<file path="config.mk">
export PLATFORM = sky130hd
export DESIGN_NAME = length_prefix_adler_deframer
export DESIGN_NICKNAME = d
export VERILOG_FILES = /design/src/lpad_pkg.sv /design/src/lpad_adler.sv /design/src/lpad_ctrl.sv /design/src/lpad_out_buf.sv /design/src/length_prefix_adler_deframer.sv
export SDC_FILE = /design/constraint.sdc
export NUM_CORES = 1
export LEC_CHECK = 0
export BUFFER_PORTS_ARGS = -buffer_cell sky130_fd_sc_hd__buf_2
export CAP_MARGIN = 20
export CELL_PAD_IN_SITES_DETAIL_PLACEMENT = 1
export CELL_PAD_IN_SITES_GLOBAL_PLACEMENT = 2
export CORE_MARGIN = 3
export CORE_UTILIZATION = 35
export CTS_BUF_LIST = sky130_fd_sc_hd__clkbuf_4 sky130_fd_sc_hd__clkbuf_8
export DETAILED_ROUTE_END_ITERATION = 16
export GPL_TIMING_DRIVEN = 0
export PLACE_DENSITY = 0.78
export SLEW_MARGIN = 20
export SYNTH_ARGS = -nofsm -noshare
export SYNTH_HDL_FRONTEND = slang
export SYNTH_SLANG_ARGS = --single-unit
</file>
<file path="constraint.sdc">
create_clock -name clk_i -period 11.7 [get_ports clk_i]
set_input_delay 0.585 -clock clk_i [delete_from_list [all_inputs] [get_ports clk_i]]
set_output_delay 0.585 -clock clk_i [all_outputs]
set_load 0.01 [all_outputs]
</file>
<file path="src/lpad_pkg.sv">
// ----------------------------------------------------------------------------
// lpad_pkg
// Shared types and constants of the length-prefixed Adler-32 deframer.
// ----------------------------------------------------------------------------
`default_nettype none

package lpad_pkg;

  localparam int unsigned WORD_W          = 32;
  localparam int unsigned CFG_W           = 24;
  localparam int unsigned CFG_IDX_W       = 2;
  localparam int unsigned LENGTH_BITS_DEF = 24;

  localparam logic [WORD_W-1:0] TRAILER_BYTES = 32'd4;
  localparam logic [16:0]       ADLER_MOD     = 17'd65521;

  localparam logic [CFG_W-1:0] MIN_LENGTH_RST = 24'd4;
  localparam logic [CFG_W-1:0] MAX_LENGTH_RST = 24'd65540;

  localparam logic [CFG_IDX_W-1:0] REG_MIN_LENGTH = 2'd0;
  localparam logic [CFG_IDX_W-1:0] REG_MAX_LENGTH = 2'd1;

  typedef enum logic [1:0] {
    PH_HEADER  = 2'd0,
    PH_PAYLOAD = 2'd1,
    PH_CHECK   = 2'd2,
    PH_CLOSED  = 2'd3
  } phase_e;

  typedef enum logic [1:0] {
    KIND_DATA    = 2'd0,
    KIND_OK      = 2'd1,
    KIND_BAD_LEN = 2'd2,
    KIND_BAD_SUM = 2'd3
  } kind_e;

  typedef struct packed {
    kind_e      kind;
    logic [7:0] data;
    logic       last;
  } result_t;

endpackage

`default_nettype wire

</file>
<file path="src/lpad_adler.sv">
// ----------------------------------------------------------------------------
// lpad_adler
// One Adler-32 byte step: both sums advanced modulo 65521.
// ----------------------------------------------------------------------------
`default_nettype none

module lpad_adler (
  input  wire logic [15:0] low_i,
  input  wire logic [15:0] high_i,
  input  wire logic [7:0]  byte_i,
  output logic      [15:0] low_o,
  output logic      [15:0] high_o
);

  logic [16:0] low_sum;
  logic [16:0] low_mod;
  logic [16:0] high_sum;
  logic [16:0] high_mod;

  // both operands stay below the modulus, so one subtract suffices
  always_comb begin
    low_sum  = {1'b0, low_i} + {9'd0, byte_i};
    low_mod  = (low_sum >= lpad_pkg::ADLER_MOD) ? low_sum - lpad_pkg::ADLER_MOD : low_sum;
    high_sum = {1'b0, high_i} + low_mod;
    high_mod = (high_sum >= lpad_pkg::ADLER_MOD) ? high_sum - lpad_pkg::ADLER_MOD
                                                 : high_sum;
    low_o    = low_mod[15:0];
    high_o   = high_mod[15:0];
  end

endmodule

`default_nettype wire

</file>
<file path="src/lpad_ctrl.sv">
// ----------------------------------------------------------------------------
// lpad_ctrl
// Frame parser: header length check, payload pass-through, checksum verdict.
// ----------------------------------------------------------------------------
`default_nettype none

module lpad_ctrl #(
  parameter int unsigned LENGTH_BITS = lpad_pkg::LENGTH_BITS_DEF
) (
  input  wire logic                       clk_i,
  input  wire logic                       rst_ni,
  input  wire logic                       accept_i,
  input  wire logic [7:0]                 byte_i,
  input  wire logic [lpad_pkg::CFG_W-1:0] min_length_i,
  input  wire logic [lpad_pkg::CFG_W-1:0] max_length_i,
  output logic                            res_valid_o,
  output lpad_pkg::result_t               res_o
);

  localparam int unsigned WW = lpad_pkg::WORD_W;

  lpad_pkg::phase_e       phase_q, phase_d;
  logic [1:0]             cnt_q, cnt_d;
  logic [LENGTH_BITS-1:0] remain_q, remain_d;
  logic [WW-1:0]          word_q, word_d;
  logic [15:0]            low_q, low_d;
  logic [15:0]            high_q, high_d;
  logic [15:0]            low_step;
  logic [15:0]            high_step;
  logic [WW-1:0]          shifted;
  logic [WW-1:0]          min_ext;
  logic [WW-1:0]          max_ext;
  logic                   len_bad;

  lpad_adler u_adler (
    .low_i  (low_q),
    .high_i (high_q),
    .byte_i (byte_i),
    .low_o  (low_step),
    .high_o (high_step)
  );

  assign shifted = {word_q[WW-9:0], byte_i};
  assign min_ext = {{(WW-lpad_pkg::CFG_W){1'b0}}, min_length_i};
  assign max_ext = {{(WW-lpad_pkg::CFG_W){1'b0}}, max_length_i};
  assign len_bad = (shifted < lpad_pkg::TRAILER_BYTES) || (shifted < min_ext) ||
                   (shifted > max_ext) || ((shifted >> LENGTH_BITS) != '0);

  always_comb begin
    phase_d     = phase_q;
    cnt_d       = cnt_q;
    remain_d    = remain_q;
    word_d      = word_q;
    low_d       = low_q;
    high_d      = high_q;
    res_valid_o = 1'b0;
    res_o.kind  = lpad_pkg::KIND_DATA;
    res_o.data  = byte_i;
    res_o.last  = 1'b0;
    if (accept_i) begin
      unique case (phase_q)
        lpad_pkg::PH_HEADER: begin
          word_d = shifted;
          cnt_d  = cnt_q + 2'd1;
          if (cnt_q == 2'd3) begin
            if (len_bad) begin
              phase_d     = lpad_pkg::PH_CLOSED;
              res_valid_o = 1'b1;
              res_o.kind  = lpad_pkg::KIND_BAD_LEN;
              res_o.data  = 8'd0;
              res_o.last  = 1'b1;
            end else begin
              remain_d = shifted[LENGTH_BITS-1:0] -
                         lpad_pkg::TRAILER_BYTES[LENGTH_BITS-1:0];
              phase_d  = (shifted == lpad_pkg::TRAILER_BYTES) ? lpad_pkg::PH_CHECK
                                                              : lpad_pkg::PH_PAYLOAD;
            end
          end
        end
        lpad_pkg::PH_PAYLOAD: begin
          low_d       = low_step;
          high_d      = high_step;
          res_valid_o = 1'b1;
          if (remain_q == LENGTH_BITS'(1)) begin
            phase_d = lpad_pkg::PH_CHECK;
          end else begin
            remain_d = remain_q - LENGTH_BITS'(1);
          end
        end
        lpad_pkg::PH_CHECK: begin
          word_d = shifted;
          cnt_d  = cnt_q + 2'd1;
          if (cnt_q == 2'd3) begin
            res_valid_o = 1'b1;
            res_o.data  = 8'd0;
            res_o.last  = 1'b1;
            if (shifted == {high_q, low_q}) begin
              phase_d    = lpad_pkg::PH_HEADER;
              res_o.kind = lpad_pkg::KIND_OK;
            end else begin
              phase_d    = lpad_pkg::PH_CLOSED;
              res_o.kind = lpad_pkg::KIND_BAD_SUM;
            end
            // restart the sums for the next frame
            low_d  = 16'd1;
            high_d = 16'd0;
          end
        end
        lpad_pkg::PH_CLOSED: begin
          // drop everything until reset
        end
        default: begin
          phase_d = lpad_pkg::PH_CLOSED;
        end
      endcase
    end
  end

  always_ff @(posedge clk_i or negedge rst_ni) begin
    if (!rst_ni) begin
      phase_q <= lpad_pkg::PH_HEADER;
      cnt_q   <= 2'd0;
      low_q   <= 16'd1;
      high_q  <= 16'd0;
    end else begin
      phase_q <= phase_d;
      cnt_q   <= cnt_d;
      low_q   <= low_d;
      high_q  <= high_d;
    end
  end

  always_ff @(posedge clk_i) begin
    remain_q <= remain_d;
    word_q   <= word_d;
  end

endmodule

`default_nettype wire

</file>
<file path="src/lpad_out_buf.sv">
// ----------------------------------------------------------------------------
// lpad_out_buf
// Result register towards the output stream, with a skid stage behind it.
// ----------------------------------------------------------------------------
`default_nettype none

module lpad_out_buf (
  input  wire logic              clk_i,
  input  wire logic              rst_ni,
  input  wire logic              push_i,
  input  wire lpad_pkg::result_t push_data_i,
  output logic                   ready_o,
  output logic                   valid_o,
  input  wire logic              take_ready_i,
  output lpad_pkg::result_t      data_o
);

  logic              out_v_q, out_v_d;
  logic              skid_v_q, skid_v_d;
  lpad_pkg::result_t out_q, out_d;
  lpad_pkg::result_t skid_q, skid_d;
  logic              take;

  assign ready_o = !skid_v_q;
  assign valid_o = out_v_q;
  assign data_o  = out_q;
  assign take    = out_v_q && take_ready_i;

  always_comb begin
    out_v_d  = out_v_q;
    skid_v_d = skid_v_q;
    out_d    = out_q;
    skid_d   = skid_q;
    if (take) begin
      if (skid_v_q) begin
        out_d    = skid_q;
        skid_v_d = 1'b0;
      end else if (push_i) begin
        out_d = push_data_i;
      end else begin
        out_v_d = 1'b0;
      end
    end else if (push_i) begin
      if (!out_v_q) begin
        out_d   = push_data_i;
        out_v_d = 1'b1;
      end else begin
        // hold the new item behind the stalled one
        skid_d   = push_data_i;
        skid_v_d = 1'b1;
      end
    end
  end

  always_ff @(posedge clk_i or negedge rst_ni) begin
    if (!rst_ni) begin
      out_v_q  <= 1'b0;
      skid_v_q <= 1'b0;
    end else begin
      out_v_q  <= out_v_d;
      skid_v_q <= skid_v_d;
    end
  end

  always_ff @(posedge clk_i) begin
    out_q  <= out_d;
    skid_q <= skid_d;
  end

endmodule

`default_nettype wire

</file>
<file path="src/length_prefix_adler_deframer.sv">
// Adler step and length check are combinational; each result is then registered.
// Throughput: one byte per cycle while s_axis_tready is high.
// s_axis_tready drops only while two results wait, i.e. after a stalled output.
// Reset (rst_ni, asynchronous, active low): header phase, sums 1/0, output empty,
// min_length 4, max_length 65540. A bad frame closes the block until reset.
// ----------------------------------------------------------------------------
// length_prefix_adler_deframer
// Byte-stream deframer for length-prefixed frames with an Adler-32 trailer.
// ----------------------------------------------------------------------------
`default_nettype none

module length_prefix_adler_deframer #(
  parameter int unsigned LENGTH_BITS = lpad_pkg::LENGTH_BITS_DEF
) (
  input  wire logic                           clk_i,
  input  wire logic                           rst_ni,
  input  wire logic                           s_axis_tvalid,
  output logic                                s_axis_tready,
  input  wire logic [7:0]                     s_axis_tdata,   // [7:0] rx_byte
  output logic                                m_axis_tvalid,
  input  wire logic                           m_axis_tready,
  output logic [7:0]                          m_axis_tdata,   // [7:0] out_byte
  output logic [1:0]                          m_axis_tuser,   // [1:0] out_kind
  output logic                                m_axis_tlast,   // frame_end
  input  wire logic                           cfg_valid_i,
  output logic                                cfg_ready_o,
  input  wire logic [lpad_pkg::CFG_IDX_W-1:0] cfg_index_i,
  input  wire logic [lpad_pkg::CFG_W-1:0]     cfg_data_i
);

  logic [lpad_pkg::CFG_W-1:0] min_length_q;
  logic [lpad_pkg::CFG_W-1:0] max_length_q;
  logic                       accept;
  logic                       res_valid;
  lpad_pkg::result_t          res;
  lpad_pkg::result_t          out_res;

  assign cfg_ready_o = 1'b1;
  assign accept      = s_axis_tvalid && s_axis_tready;

  // unknown indexes are ignored
  always_ff @(posedge clk_i or negedge rst_ni) begin
    if (!rst_ni) begin
      min_length_q <= lpad_pkg::MIN_LENGTH_RST;
      max_length_q <= lpad_pkg::MAX_LENGTH_RST;
    end else if (cfg_valid_i) begin
      if (cfg_index_i == lpad_pkg::REG_MIN_LENGTH) begin
        min_length_q <= cfg_data_i;
      end
      if (cfg_index_i == lpad_pkg::REG_MAX_LENGTH) begin
        max_length_q <= cfg_data_i;
      end
    end
  end

  lpad_ctrl #(
    .LENGTH_BITS (LENGTH_BITS)
  ) u_ctrl (
    .clk_i        (clk_i),
    .rst_ni       (rst_ni),
    .accept_i     (accept),
    .byte_i       (s_axis_tdata),
    .min_length_i (min_length_q),
    .max_length_i (max_length_q),
    .res_valid_o  (res_valid),
    .res_o        (res)
  );

  lpad_out_buf u_out_buf (
    .clk_i        (clk_i),
    .rst_ni       (rst_ni),
    .push_i       (res_valid),
    .push_data_i  (res),
    .ready_o      (s_axis_tready),
    .valid_o      (m_axis_tvalid),
    .take_ready_i (m_axis_tready),
    .data_o       (out_res)
  );

  assign m_axis_tdata = out_res.data;
  assign m_axis_tuser = out_res.kind;
  assign m_axis_tlast = out_res.last;

endmodule

`default_nettype wire

</file>
# Word-level counts from Yosys, hierarchy flattened
# Index checks and enable logic that the tools add are counted.
[totals] reg_bits=156 input_bits=39 out_inout_bits=14 elab_cells=110
[classes] addsub=7 n_lt_le_gt_ge=5 n_eq_ne=15 mux=40 bitwise=1 n_reduce_logical=26
[op_table] operator="$mux W11" n=9
[op_table] operator="$mux W24" n=3
[op_table] operator="$pmux W16 S2" n=2
[op_table] operator="$mux W16" n=3
[op_table] operator="$pmux W24 S2" n=1
[op_table] operator="$ge A17 B16 Y1 const B" n=2
[op_table] operator="$eq A32 B3 Y1 const B" n=1
[op_table] operator="$eq A32 B32 Y1" n=1
[op_table] operator="$gt A32 B24 Y1" n=1
[op_table] operator="$lt A32 B24 Y1" n=1
[op_table] operator="$lt A32 B3 Y1 const B" n=1
[op_table] operator="$reduce_bool A32 Y1" n=1
[op_table] operator="$eq A24 B1 Y1 const B" n=1
[op_table] operator="$sub A24 B1 Y24 const B" n=1
[op_table] operator="$sub A24 B3 Y24 const B" n=1
[op_table] operator="$pmux W11 S2" n=1
[op_table] operator="$add A16 B17 Y17" n=1
[op_table] operator="$add A16 B8 Y17" n=1
[op_table] operator="$mux W17" n=1
[op_table] operator="$sub A17 B16 Y17 const B" n=1
[op_table] operator="$sub A16 B16 Y16 const B" n=1
[op_table] operator="$mux W2" n=7
[op_table] operator="$reduce_and A3 Y1" n=4
[op_table] operator="$mux W1" n=11
[op_table] operator="other kinds (17)" n=37

# Logic depth before layout (Yosys ltp)
# Gate-level depths: netlist (run 1).
[depth] ltp_word=11 ltp_mapped=26 ltp_nobuf=23

# Modules after synthesis
# From an unflattened synthesis (run 1), not the netlist that was laid out.
[hier_totals] cells_unflattened=1040 area_unflattened_um2=10716.5
[by_module_without_submodules] module="lpad_ctrl" instances=1 cells_each=585 area_per_inst_um2=5763.0 seq_area_each_um2=2343.5
[by_module_without_submodules] module="lpad_adler" instances=1 cells_each=304 area_per_inst_um2=2170.8 seq_area_each_um2=0.0
[by_module_without_submodules] module="length_prefix_adler_deframer" instances=1 cells_each=105 area_per_inst_um2=1839.3 seq_area_each_um2=1204.9
[by_module_without_submodules] module="lpad_out_buf" instances=1 cells_each=46 area_per_inst_um2=943.4 seq_area_each_um2=710.7

# Worst setup path after synthesis (run 1)
# OpenSTA, ideal clock, no wires.
[synth_timing] path_type="in2reg" startpoint="input port s_axis_tdata[0]" endpoint="register u_ctrl.high_q[14]" setup_ns=0.131 arrival_ns=6.553 required_time_ns=11.569 path_slack_ns=5.017 path_stages=26 n_path_buf=3 cell_sequence="ha_1 fa_1 a211oi_1 nor4_2 or2_1 buf_2 o31ai_1 a31oi_1 nor4_1 or2_2 clkbuf_1 xnor2_1 ha_1 inv_1 fa_1 and3b_1 o2111ai_1 and3b_1 nor4_2 nand4_1 or3_4 or4b_4 buf_6 a2111oi_4 xnor2_1 o21ai_1"
[synth_via] elab_chain_cells=7 elab_cells_between_ends=9 classes_between="add/sub: 4; order compare: 2; mux: 3"
[synth_rtl] element="start, declared" line="length_prefix_adler_deframer.sv:19" rtl="input wire logic [7:0] s_axis_tdata,"
[synth_rtl] element="$add A16 B8 Y17 (*)" line="lpad_adler.sv:22" rtl="low_sum = {1'b0, low_i} + {9'd0, byte_i};"
[synth_rtl] element="$sub A17 B16 Y17 or $ge A17 B16 Y1 (tied branches)" line="lpad_adler.sv:23" rtl="low_mod = (low_sum >= lpad_pkg::ADLER_MOD) ? low_sum - lpad_pkg::ADLER_MOD : low_sum;"
[synth_rtl] element="$mux W17 (*)" line="lpad_adler.sv:23"
[synth_rtl] element="$add A16 B17 Y17 (*)" line="lpad_adler.sv:24" rtl="high_sum = {1'b0, high_i} + low_mod;"
[synth_rtl] element="$sub A16 B16 Y16 or $ge A17 B16 Y1 (tied branches)" line="lpad_adler.sv:25" rtl="high_mod = (high_sum >= lpad_pkg::ADLER_MOD) ? high_sum - lpad_pkg::ADLER_MOD"
[synth_rtl] element="$mux W16 (*)" line="lpad_adler.sv:25"
[synth_rtl] element="$pmux W16 S2 (*)" line="lpad_ctrl.sv:61" rtl="unique case (phase_q)"
[synth_rtl] element="end signal, assigned" line="lpad_ctrl.sv:129" rtl="high_q <= high_d;"
[synth_rtl] element="end, declared" line="lpad_ctrl.sv:27" rtl="logic [15:0] high_q, high_d;"
# Mark *: on every way between the ends. The rest lies on a longest branch, timed or not.
# A chain may end at the register's enable or synchronous reset.

# Worst setup path in the final report (run 1)
[layout_timing] startpoint="register u_ctrl.low_q[0]" endpoint="register u_ctrl.high_q[6]"
[layout_via] elab_chain_cells=7 elab_cells_between_ends=9 classes_between="add/sub: 4; order compare: 2; mux: 3"
[layout_rtl] element="start, declared" line="lpad_ctrl.sv:26" rtl="logic [15:0] low_q, low_d;"
[layout_rtl] element="start signal, assigned" line="lpad_ctrl.sv:128" rtl="low_q <= low_d;"
[layout_rtl] element="$add A16 B8 Y17 (*)" line="lpad_adler.sv:22"
[layout_rtl] element="$sub A17 B16 Y17 or $ge A17 B16 Y1 (tied branches)" line="lpad_adler.sv:23"
[layout_rtl] element="$mux W17 (*)" line="lpad_adler.sv:23"
[layout_rtl] element="$add A16 B17 Y17 (*)" line="lpad_adler.sv:24"
[layout_rtl] element="$sub A16 B16 Y16 or $ge A17 B16 Y1 (tied branches)" line="lpad_adler.sv:25"
[layout_rtl] element="$mux W16 (*)" line="lpad_adler.sv:25"
[layout_rtl] element="$pmux W16 S2 (*)" line="lpad_ctrl.sv:61"
# Marked as above.

==> results of run 1 <==
==> cells by family after synthesis <==
group / Yosys count
and+or+nand+nor: 373
AOI/OAI and AO/OA: 249
DFF: 156
buffers and inverters: 107
xor gates and xnor gates: 103
adders and majority gates: 87
muxes: 32
other: 1
==> flip-flops by register name, indices dropped and copies added, names as in the netlist, 2 cells and up <==
signal / count
min_length_q: 24
u_ctrl.cnt_q: 2
u_out_buf.data_o: 11
u_ctrl.low_q: 16
u_out_buf.skid_q: 11
u_ctrl.remain_q: 24
u_ctrl.phase_q: 2
max_length_q: 24
u_ctrl.high_q: 16
u_ctrl.word_q: 24
==> per-layer routing <==
layer | global-route usage [%] | wire length (µm) | part of all wire (%) | vias to the layer above
met5 | 0 | 0 | 0 | -
met4 | 4.58 | 524 | 1.7 | 0
met3 | 2.67 | 1030 | 3.3 | 33
met2 | 33.4 | 15200 | 48 | 157
met1 | 26.5 | 14800 | 47 | 4261
li1 | - | - | - | 4169
==> synthesized netlist by cell type, drive strengths merged (11+ instances only) <==
library cell / n
nor4: 29
o211ai: 12
nand2: 108
inv: 73
nand3: 29
nor2: 83
mux2: 29
nor3: 34
edfxtp: 70
a21oi: 59
and3: 12
xor2: 53
ha: 85
dfrtp: 82
xnor2: 50
nand4: 16
o21ai: 59
clkbuf: 28
or3: 11
a21o: 29
==> report_power, final <==
part | switching, mW | leakage, nW | internal (mW)
sequential | 0.129 | 1.71 | 0.730
clock | 0.237 | 0.199 | 0.179
combinational | 0.831 | 2.98 | 0.507
total | 1.20 | 4.88 | 1.42
==> final timing paths <==
check / endpoint / slack [ns] / depth (start not counted)
setup / recovery: u_ctrl.high_q[6]$_DFFE_PN0P_ / 4.03 / 26
hold / removal: u_ctrl.low_q[12]$_DFFE_PN0P_ / 0.009 / 1
setup reg to reg: u_ctrl.high_q[6]$_DFFE_PN0P_ / 4.03 / 26
hold reg to reg: u_ctrl.cnt_q[0]$_DFFE_PN0P_ / 0.51 / 1
max in group asynchronous: max_length_q[16]$_DFFE_PN1P_ / 11.03 / 2
min in group clk_i: min_length_q[8]$_DFFE_PN0P_ / 0.34 / 3
==> stage by stage <==
step	hold slack, ns	util, %
2_1_floorplan	0.289	-
3_3_place_gp	0.463	38.1
3_5_place_dp	0.492	38.4
4_1_cts	0.00565	39.7
5_1_grt	0.00328	39.7
6_report	0.00901	39.7
==> critical path, cell delays in order (launching register included) <==
cell       delay (ns)
dfstp_2          0.38
ha_1             0.21
fa_1             0.42
a211oi_1         0.45
nor4_2           0.17
or2_1            0.27
buf_2            0.20
o31ai_1          0.27
a31oi_1          0.12
nor4_1           0.44
or2_2            0.20
clkbuf_1         0.39
xnor2_1          0.23
ha_1             0.27
inv_1            0.07
fa_1             0.40
and3b_1          0.37
o21ai_1          0.12
nor3b_1          0.19
a311oi_1         0.46
nand4_1          0.23
or3_4            0.40
or4b_4           0.52
buf_6            0.15
a21oi_2          0.35
o2111ai_1        0.17
nand3_1          0.14
==> cell type report <==
cell class	count	area share (%)
timing repair buffer	54	2.61
clock inverter	14	1.24
clock buffer	18	2.05
tap	390	4.13
multi-input combinational	845	50.3
inverter	73	2.32
sequential	156	36.1
buffer	34	1.26
==> run_results.csv, run 1 <==
group,metric,value,unit
cells_and_area,final_net_count,1307,
placed_design,hpwlAfterDp,24.3,mm
synth,synth_nets,1234,
synth,avgSynthCellArea,9.56,µm²
routing,drc,0,
synth,synth.area.top_cells,"edfxtp_1 (20%), dfrtp_1 (19%), ha_1 (10%)",
setup_path,critPathKind,"flip-flop to flip-flop",
cells_and_area,nFillCells,3418,
floorplanning,dieArea,32400,µm²
routing,drt-wirelength-per-cell,19.9,µm
routing,drt_iter0_markers,483,
synth,synthSimpleGateAreaFrac,17.6,%
cells_and_area,diodes,0,
setup_path,worstPathRequired,12.09,ns
routing,firstDrtPassIters,6,
synth,yosysTopAreaCell,"edfxtp_1",
hold_path,hold_class,"input port to async pin",
floorplanning,fp.coreArea,29700,µm²
synth,synth_cell_types,86,
placed_design,pre_cts_slack,3.65,ns
setup_path,worstSetupStartpointType,"flip-flop",
timing,min_period_over_period,65.6,%
synth,synth_fa_ha_area_share,10.4,%
clock_network,hold_buffers,0,
synth,ys_seq_area_share,40.2,%
cells_and_area,multi_input_area,5940,µm²
placed_design,dpl.cell_count,1552,
routing,wl,31.6,mm
setup_path,crit_arrival,8.07,ns
placed_design,place_area,11400,µm²
placed_design,port_buffers,51,
clock_network,cts_setup_buffers,0,
cells_and_area,final_area,11800,µm²
cells_and_area,syn_to_final_growth,11.5,%
synth,synth_edf_count,70,
timing,finalHoldViolCount,0,
synth,synth_mux_area_share,3.37,%
timing,fin_ws,4.03,ns
synth,yosysWarningCount,0,
cells_and_area,mostFrequentLayoutCells,"nand2_1 (108), ha_1 (85), dfrtp_1 (82), nor2_1 (81), inv_1 (73)",
timing,fmax,130,MHz
grt,grt_pass1_wl,50.6,mm
grt,grt_remaining_overflow,0,
routing,via_count,8620,
timing,rsz0062_at_grt,"false",
synth,ys.flop_type,"dfrtp_1",
clock_network,clk_latency,0.47,ns
setup_path,end_kind,"flip-flop",
routing,avgViaCountPerCell,5.44,
placed_design,gp_congestion,0.832,
grt,grt_max_degree,53,
synth,netlist_area,10600,µm²
clock_network,numCtsBuffers,17,
job,max-cap-violations,0,
cells_and_area,final-instance-count-excl-fill,1584,
timing,slew_viol_final,0,
clock_network,cts-htree-levels,4,
synth,postSynthRegisterBits,156,
clock_network,cts_root_buffer,"clkbuf_8",
clock_network,cts_tree,"built",
floorplanning,start_util,35.6,%
synth,synth_top_area_share,19.8,%
setup_path,critPathMaxFanout,10,
synth,syn_inst,1108,
grt,antenna_found_initial,0,
clock_network,cts.sinks,156,
synth,synth_compound_area_share,15.8,%
timing,fin_crit,7.67,ns
synth,synth_xor_area_share,8.59,%
floorplanning,die_x,180,µm
synth,synth_top_family_by_area,"simple AND/OR/NAND/NOR gates",
synth,synthArstFlopShare,55.1,%
floorplanning,pin_count,53,
setup_path,cp-startpoint,"u_ctrl.low_q[0]$_DFFE_PN1P_",
clock_network,cts.clk_slew.worst_paths,0.10,ns
clock_network,postCtsResizedCells,0,
outcome,status,"finished, final reports clean",
pwr,powerDensity,221,nW/µm²
cells_and_area,drive_gt1_share,12.4,%
floorplanning,die-height,180,µm
timing,setup_viol,0,
grt,grt_pass1_vias,9048,
cells_and_area,final_common_cell,"nand2_1",
pwr,leakagePower,4.88,nW
cells_and_area,register_area,4260,µm²
floorplanning,row_count,63,
pwr,ir_worst_vdd,0.131,mV
timing,setup_tns,0,ns
clock_network,cts_buffer_depth,2,
timing,slew_headroom,24.7,%
grt,grt_usage,19.6,%
routing,ant_nets,0,
timing,worst_pin_slew,1.12,ns
setup_path,worstReg2RegStart,"u_ctrl.low_q[0]$_DFFE_PN1P_",
timing,skew,0.0218,ns
pwr,total_power,2.61,mW
Power figures use the tool's default switching activity.
==> inputs of run 2 (changes only) <==
--- a/config.mk
+++ b/config.mk
@@ -5,6 +5,7 @@
 export SDC_FILE = /design/constraint.sdc
 export NUM_CORES = 1
 export LEC_CHECK = 0
+export ABC_AREA = 1
 export BUFFER_PORTS_ARGS = -buffer_cell sky130_fd_sc_hd__buf_2
 export CAP_MARGIN = 20
 export CELL_PAD_IN_SITES_DETAIL_PLACEMENT = 1
@@ -14,7 +15,7 @@
 export CTS_BUF_LIST = sky130_fd_sc_hd__clkbuf_4 sky130_fd_sc_hd__clkbuf_8
 export DETAILED_ROUTE_END_ITERATION = 16
 export GPL_TIMING_DRIVEN = 0
-export PLACE_DENSITY = 0.78
+export PLACE_DENSITY = 0.83
 export SLEW_MARGIN = 20
 export SYNTH_ARGS = -nofsm -noshare
 export SYNTH_HDL_FRONTEND = slang
==> constraint.sdc (replaced) <==
create_clock -name clk_i -period 7.6 [get_ports clk_i]
set_input_delay 0.38 -clock clk_i [delete_from_list [all_inputs] [get_ports clk_i]]
set_output_delay 0.38 -clock clk_i [all_outputs]
set_load 0.01 [all_outputs]
==> run 2 against run 1 <==
  * Cell area increased by 3.2%
  * Power decreased by 29%
  * Sequential power increased by 9.7%
  * Synthesized cell count increased by 31%
==> run_results.csv, run 2 <==
group,metric,value,unit
grt,use_met3,2.72,%
clock_network,cts_buffer_depth,2,
synth,netlist_area,11000,µm²
timing,hold_slack,0.159,ns
floorplanning,die_x,183,µm
grt,globalRouteMet2Util,35.1,%
cells_and_area,diodes,0,
timing,setup_tns,0,ns
clock_network,hold_buffers,1,
routing,wl,33.8,mm
floorplanning,dieArea,33500,µm²
clock_network,cts.sinks,156,
setup_path,worstSetupStartpointType,"flip-flop",
hold_path,hold_class,"input port to flip-flop",
pwr,combinationalPowerShare,14.3,%
synth,synth.area.top_cells,"edfxtp_1 (19%), dfrtp_1 (19%), nand2_1 (13%)",
setup_path,worstPathRequired,7.98,ns
routing,avgViaCountPerCell,5.04,
routing,ant_nets,0,
routing,via_count,9764,
grt,busiest_layer,"met2",
pwr,p_switching,0.560,mW
timing,skew,0.0237,ns
timing,fin_crit,5.87,ns
setup_path,r2r_slack,1.73,ns
pwr,powerDensity,152,nW/µm²
cells_and_area,mostFrequentLayoutCells,"nand2_1 (370), inv_1 (241), nor2_1 (121), nand3_1 (93), o21ai_0 (91)",
pwr,ir_worst_vdd,0.101,mV
setup_path,critPathCapture,"u_ctrl.high_q[9]$_DFFE_PN0P_",
setup_path,ff2ff_path_depth,32,
setup_path,critPathKind,"flip-flop to flip-flop",
synth,syn_inst,1455,
clock_network,cts_tree,"built",
setup_path,crit_arrival,6.25,ns
pwr,clockPowerShare,34.7,%
synth,postSynthRegisterBits,156,
floorplanning,fp.coreArea,30700,µm²
cells_and_area,final_net_count,1654,
grt,met1_usage,28.8,%
routing,drt-wirelength-per-cell,17.4,µm
setup_path,max_stage_delay,0.47,ns
pwr,switching_share,30.3,%
timing,slew_viol_final,0,
synth,ys_seq_area_share,38.8,%
synth,synth_nets,1581,
pwr,p_seq_share,51.0,%
clock_network,cts_setup_buffers,0,
floorplanning,pin_count,53,
timing,finalHoldViolCount,0,
floorplanning,row_count,64,
timing,min_period_over_period,77.2,%
timing,fmax,170,MHz
synth,synthArstFlopShare,55.1,%
grt,antenna_found_initial,0,
synth,synth_top_area_share,19.2,%
setup_path,cp-startpoint,"u_ctrl.low_q[0]$_DFFE_PN1P_",
synth,ys.flop_type,"dfrtp_1",
synth,synthTopCellsByCount,"nand2_1 (370), inv_1 (241), nor2_1 (122)",
clock_network,cts.clk_slew.worst_paths,0.11,ns
clock_network,cts-htree-levels,4,
routing,drt_iter0_markers,566,
synth,yosysWarningCount,0,
placed_design,hpwlAfterDp,26.6,mm
job,max-cap-violations,0,
cells_and_area,final_common_cell,"nand2_1",
floorplanning,die-height,183,µm
setup_path,crit_slowest_cell,"fa_1",
pwr,internal-power,1.29,mW
grt,grt_usage,20.8,%
placed_design,gp_congestion,0.824,
synth,synth.most_common_cell,"nand2_1",
synth,synth_cell_types,50,
setup_path,worstReg2RegStart,"u_ctrl.low_q[0]$_DFFE_PN1P_",
setup_path,r2r_end,"u_ctrl.high_q[9]$_DFFE_PN0P_",
placed_design,port_buffers,51,
setup_path,end_kind,"flip-flop",
clock_network,cts_root_buffer,"clkbuf_8",
routing,drc,0,
cells_and_area,drive_gt1_share,8.76,%
grt,grt_pass1_wl,54.7,mm
routing,firstDrtPassIters,5,
timing,rsz0062_at_grt,"false",
outcome,status,"finished, final reports clean",
clock_network,clk_latency,0.48,ns
grt,grt_remaining_overflow,0,
timing,worst_pin_slew,1.05,ns
timing,setup_viol,0,
synth,synth_edf_count,70,
synth,avgSynthCellArea,7.54,µm²
grt,grt_pass1_vias,10300,
cells_and_area,syn_to_final_growth,11.1,%
clock_network,numCtsBuffers,17,
clock_network,postCtsResizedCells,0,
pwr,leakagePower,5.99,nW
floorplanning,start_util,35.7,%
grt,grt_max_degree,71,
timing,slew_headroom,29.9,%
setup_path,critPathMaxFanout,10,
synth,yosysTopAreaCell,"edfxtp_1",
[run 2: power by group through the flow]
stage          clock [mW]  combinational, mW  sequential [mW]
5_1_grt             0.695              0.311            0.949
4_1_cts             0.663              0.269            0.943
3_3_place_gp            0              0.253            0.960
6_report            0.642              0.264            0.943
2_1_floorplan           0              0.177            0.954
3_5_place_dp            0              0.266            0.961
[run 2: logic make-up (layout without fill, tap and decap cells)]
group	count (synthesis)	count (layout)	share of synthesized area, %
compound gates	195	195	9.58
xor+xnor	59	59	4.78
fa+ha+maj	87	87	10.1
buf+inv	274	360	9.69
flops	156	156	38.8
other cells	1	1	0.0342
simple gates	683	683	27.0
[run 2: worst max-delay path: cells and delay by family, from the launching register on]
family / cells / cell delay (ns)
XOR/XNOR: 3 / 0.99
flip-flops: 1 / 0.38
AND/OR/NAND/NOR: 19 / 2.23
adder cells (fa/ha/maj): 4 / 1.33
buffers and inverters: 5 / 0.69
AO/OA/AOI/OAI: 1 / 0.13
[run 2: how the worst min path moves through the flow]
stage | from | endpoint | slack [ns] | cells after the start
2_1_floorplan | rst_ni | max_length_q[0]$_DFFE_PN0P_ | 0.08 | 0
3_3_place_gp | u_ctrl.cnt_q[1]$_DFFE_PN0P_ | u_ctrl.cnt_q[1]$_DFFE_PN0P_ | 0.46 | 2
3_5_place_dp | rst_ni | u_out_buf.skid_v_q$_DFFE_PN0P_ | 0.25 | 1
4_1_cts | cfg_data_i[16] | max_length_q[16]$_DFFE_PN1P_ | 0.13 | 3
5_1_grt | cfg_data_i[19] | min_length_q[19]$_DFFE_PN0P_ | 0.15 | 3
6_report | cfg_data_i[16] | max_length_q[16]$_DFFE_PN1P_ | 0.16 | 3
[run 2: layout make-up]
| type | instances | area, µm² |
|---|---|---|
| plain buffers | 26 | 131 |
| clock buffers | 17 | 234 |
| clock inverters | 15 | 156 |
| fillers | 3880 | 18600 |
| inverters | 248 | 931 |
| multi-input cells | 1025 | 5660 |
| flip-flops and latches | 156 | 4260 |
| well taps | 396 | 495 |
| repair buffers | 54 | 314 |
[run 2: routing by layer]
layer | share of wire (%) | up-vias
met2 | 47 | 151
met1 | 48 | 4714
met4 | 1.7 | 0
li1 | - | 4867
met3 | 3.3 | 32
met5 | 0 | -
[run 2: per-stage QoR]
| stage | setup slack (ns) | power, mW | cell area [µm²] | util, % | std cells |
|---|---|---|---|---|---|
| floorplan | 2.78 | 1.13 | 11000 | - | 1455 |
| global placement | 1.57 | 1.21 | 11700 | 38.1 | 1902 |
| detailed placement | 1.43 | 1.23 | 11800 | 38.3 | 1904 |
| CTS | 1.70 | 1.88 | 12200 | 39.6 | 1937 |
| global route | 1.12 | 1.96 | 12200 | 39.6 | 1937 |
| finish | 1.73 | 1.85 | 12200 | 39.6 | 1937 |
==> inputs of run 3 (changes only) <==
--- a/config.mk
+++ b/config.mk
@@ -11,11 +11,11 @@
 export CELL_PAD_IN_SITES_DETAIL_PLACEMENT = 1
 export CELL_PAD_IN_SITES_GLOBAL_PLACEMENT = 2
 export CORE_MARGIN = 3
-export CORE_UTILIZATION = 35
+export CORE_UTILIZATION = 34
 export CTS_BUF_LIST = sky130_fd_sc_hd__clkbuf_4 sky130_fd_sc_hd__clkbuf_8
 export DETAILED_ROUTE_END_ITERATION = 16
 export GPL_TIMING_DRIVEN = 0
-export PLACE_DENSITY = 0.83
+export PLACE_DENSITY = 0.84
 export SLEW_MARGIN = 20
 export SYNTH_ARGS = -nofsm -noshare
 export SYNTH_HDL_FRONTEND = slang
==> constraint.sdc (replaced) <==
create_clock -name clk_i -period 5.4 [get_ports clk_i]
set_input_delay 0.27 -clock clk_i [delete_from_list [all_inputs] [get_ports clk_i]]
set_output_delay 0.27 -clock clk_i [all_outputs]
set_load 0.01 [all_outputs]
==> run 3 against run 2 <==
  * Sequential share of layout area is 1.7 points lower
  * Critical endpoint is now u_ctrl.high_q[2]$_DFFE_PN0P_
  * Maximum frequency is 14% higher
  * Combinational power up 52%
  * Clock-buffer cell count up 3
  * Cell area is 5.2% higher
  * Utilization grew 0.87 points
  * Die area grew 2.8%
  * Critical path depth rose by 3
  * Register-to-register slack lost 1.5 ns
  * Hold slack got worse by 0.099 ns
  * Non-clock buffer count increased by 18
  * Routed wire length is 3.6% higher
==> run_results.csv, run 3 (synthesized netlist as in run 2, its figures left out) <==
group,metric,value,unit
floorplanning,die-height,186,µm
floorplanning,start_util,34.7,%
clock_network,cts.clk_slew.worst_paths,0.10,ns
timing,skew,0.0247,ns
clock_network,cts_buffer_depth,2,
placed_design,pre_cts_slack,-0.620,ns
setup_path,r2r_slack,0.26,ns
pwr,leakagePower,6.21,nW
grt,grt_max_degree,68,
routing,wl,35.0,mm
floorplanning,pin_count,53,
clock_network,cts_tree,"built",
clock_network,cts_root_buffer,"clkbuf_8",
clock_network,cts.sinks,156,
setup_path,worstReg2RegStart,"u_ctrl.low_q[0]$_DFFE_PN1P_",
placed_design,hpwlAfterDp,26.6,mm
setup_path,critPathCapture,"u_ctrl.high_q[2]$_DFFE_PN0P_",
cells_and_area,drive_gt1_share,14.0,%
timing,finalHoldViolCount,0,
pwr,clockPowerShare,37.5,%
setup_path,critPathMaxFanout,5,
pwr,combinationalPowerShare,14.5,%
setup_path,r2r_end,"u_ctrl.high_q[2]$_DFFE_PN0P_",
setup_path,cp-startpoint,"u_ctrl.low_q[0]$_DFFE_PN1P_",
timing,fmax,195,MHz
floorplanning,row_count,65,
placed_design,gp_congestion,0.848,
routing,drt_iter0_markers,397,
floorplanning,dieArea,34400,µm²
pwr,p_switching,0.785,mW
timing,slew_viol_final,0,
setup_path,worstSetupStartpointType,"flip-flop",
pwr,powerDensity,216,nW/µm²
timing,setup_tns,0,ns
grt,met1_usage,28.4,%
setup_path,ff2ff_path_depth,35,
pwr,p_seq_share,48.0,%
floorplanning,fp.coreArea,31600,µm²
cells_and_area,diodes,0,
grt,use_met3,2.40,%
cells_and_area,mostFrequentLayoutCells,"nand2_1 (354), inv_1 (241), nor2_1 (111), o21ai_0 (90), nand3_1 (83)",
setup_path,critPathKind,"flip-flop to flip-flop",
timing,min_period_over_period,95.2,%
grt,grt_usage,20.7,%
routing,drc,0,
clock_network,clk_latency,0.47,ns
routing,avgViaCountPerCell,5.06,
pwr,switching_share,28.3,%
routing,firstDrtPassIters,5,
setup_path,worstPathRequired,5.81,ns
grt,antenna_found_initial,0,
grt,grt_remaining_overflow,0,
grt,busiest_layer,"met2",
timing,fin_crit,5.14,ns
grt,globalRouteMet2Util,34.8,%
timing,fin_ws,0.259,ns
cells_and_area,syn_to_final_growth,16.9,%
setup_path,end_kind,"flip-flop",
floorplanning,die_x,186,µm
setup_path,crit_arrival,5.55,ns
clock_network,cts-htree-levels,4,
pwr,internal-power,1.99,mW
routing,ant_nets,0,
setup_path,crit_slowest_cell,"dfstp_2",
routing,drt-wirelength-per-cell,17.8,µm
timing,worst_pin_slew,0.994,ns
cells_and_area,final_common_cell,"nand2_1",
outcome,status,"finished, final reports clean",
grt,grt_pass1_vias,10400,
cells_and_area,final_net_count,1672,
routing,via_count,9924,
timing,slew_headroom,33.7,%
setup_path,max_stage_delay,0.39,ns
timing,setup_viol,0,
pwr,ir_worst_vdd,0.147,mV
clock_network,numCtsBuffers,17,
hold_path,hold_class,"input port to flip-flop",
placed_design,port_buffers,51,
grt,grt_pass1_wl,55.6,mm
job,max-cap-violations,0,
-- run 3: changes by cell type in the layout (fill, tap and decap cells not counted), sizes merged --
cell	previous run	this run
buf	62	78
clkbuf	34	39
clkinv	9	4
bufinv	1	4
inv	252	251
-- run 3: area by class of cell --
| type | instances | area (µm²) |
|---|---|---|
| Fill cell | 3923 | 18800 |
| Multi-Input combinational cell | 1025 | 6020 |
| Sequential cell | 156 | 4260 |
| Inverter | 248 | 931 |
| Tap cell | 402 | 503 |
| Timing Repair Buffer | 72 | 497 |
| Clock buffer | 20 | 263 |
| Clock inverter | 12 | 184 |
| Buffer | 26 | 154 |
-- run 3: what timing repair did --
action | 4_1_cts | 5_1_grt
cloned | 0 | 2
endpoints found under the hold margin | 23 | 0
gates resized for setup | 22 | 66
buffers inserted | 4 | 12
setup endpoints to repair | 16 | 16
pin swaps | 9 | 24
hold buffers | 1 | 0
-- run 3: power groups by stage --
stage               combinational, mW  clock (mW)  sequential, mW
floorplan                       0.249           0            1.34
global placement                0.355           0            1.35
detailed placement              0.375           0            1.35
CTS                             0.385        1.07            1.33
global route                    0.469        1.11            1.34
finish                          0.402        1.04            1.33
-- run 3: stage by stage --
step,instances,power (mW),cell area [µm²],hold slack (ns),util (%)
2_1_floorplan,1455,1.59,11000,-0.0256,-
3_3_place_gp,1908,1.71,11700,0.464,37.1
3_5_place_dp,1910,1.73,11800,0.153,37.3
4_1_cts,1947,2.79,12400,0.0358,39.1
5_1_grt,1961,2.91,12800,0.0378,40.5
6_report,1961,2.77,12800,0.0598,40.5
-- run 3: worst min path at each step --
stage	cells after the start	slack [ns]	from	endpoint
floorplan	0	-0.03	rst_ni	max_length_q[0]$_DFFE_PN0P_
global placement	2	0.46	u_ctrl.cnt_q[1]$_DFFE_PN0P_	u_ctrl.cnt_q[1]$_DFFE_PN0P_
detailed placement	1	0.15	rst_ni	u_out_buf.valid_o$_DFFE_PN0P_
CTS	3	0.04	cfg_data_i[16]	max_length_q[16]$_DFFE_PN1P_
global route	3	0.04	cfg_data_i[2]	min_length_q[2]$_DFFE_PN1P_
finish	3	0.06	cfg_data_i[16]	max_length_q[16]$_DFFE_PN1P_
-- run 3: per-layer routing --
metal	vias up	wire length, µm
met2	112	16400
met1	4876	17100
met5	-	0
li1	4893	-
met4	0	747
met3	43	709
-- run 3: worst max-delay path, delay by kind of cell (launching register included) --
kind                     cells  cell delay [ns]
flip-flops                   1             0.39
adder cells (fa/ha/maj)      4             1.15
XOR/XNOR                     2             0.31
AND/OR/NAND/NOR             21             2.33
AO/OA/AOI/OAI                1             0.07
buffers and inverters        7             0.85
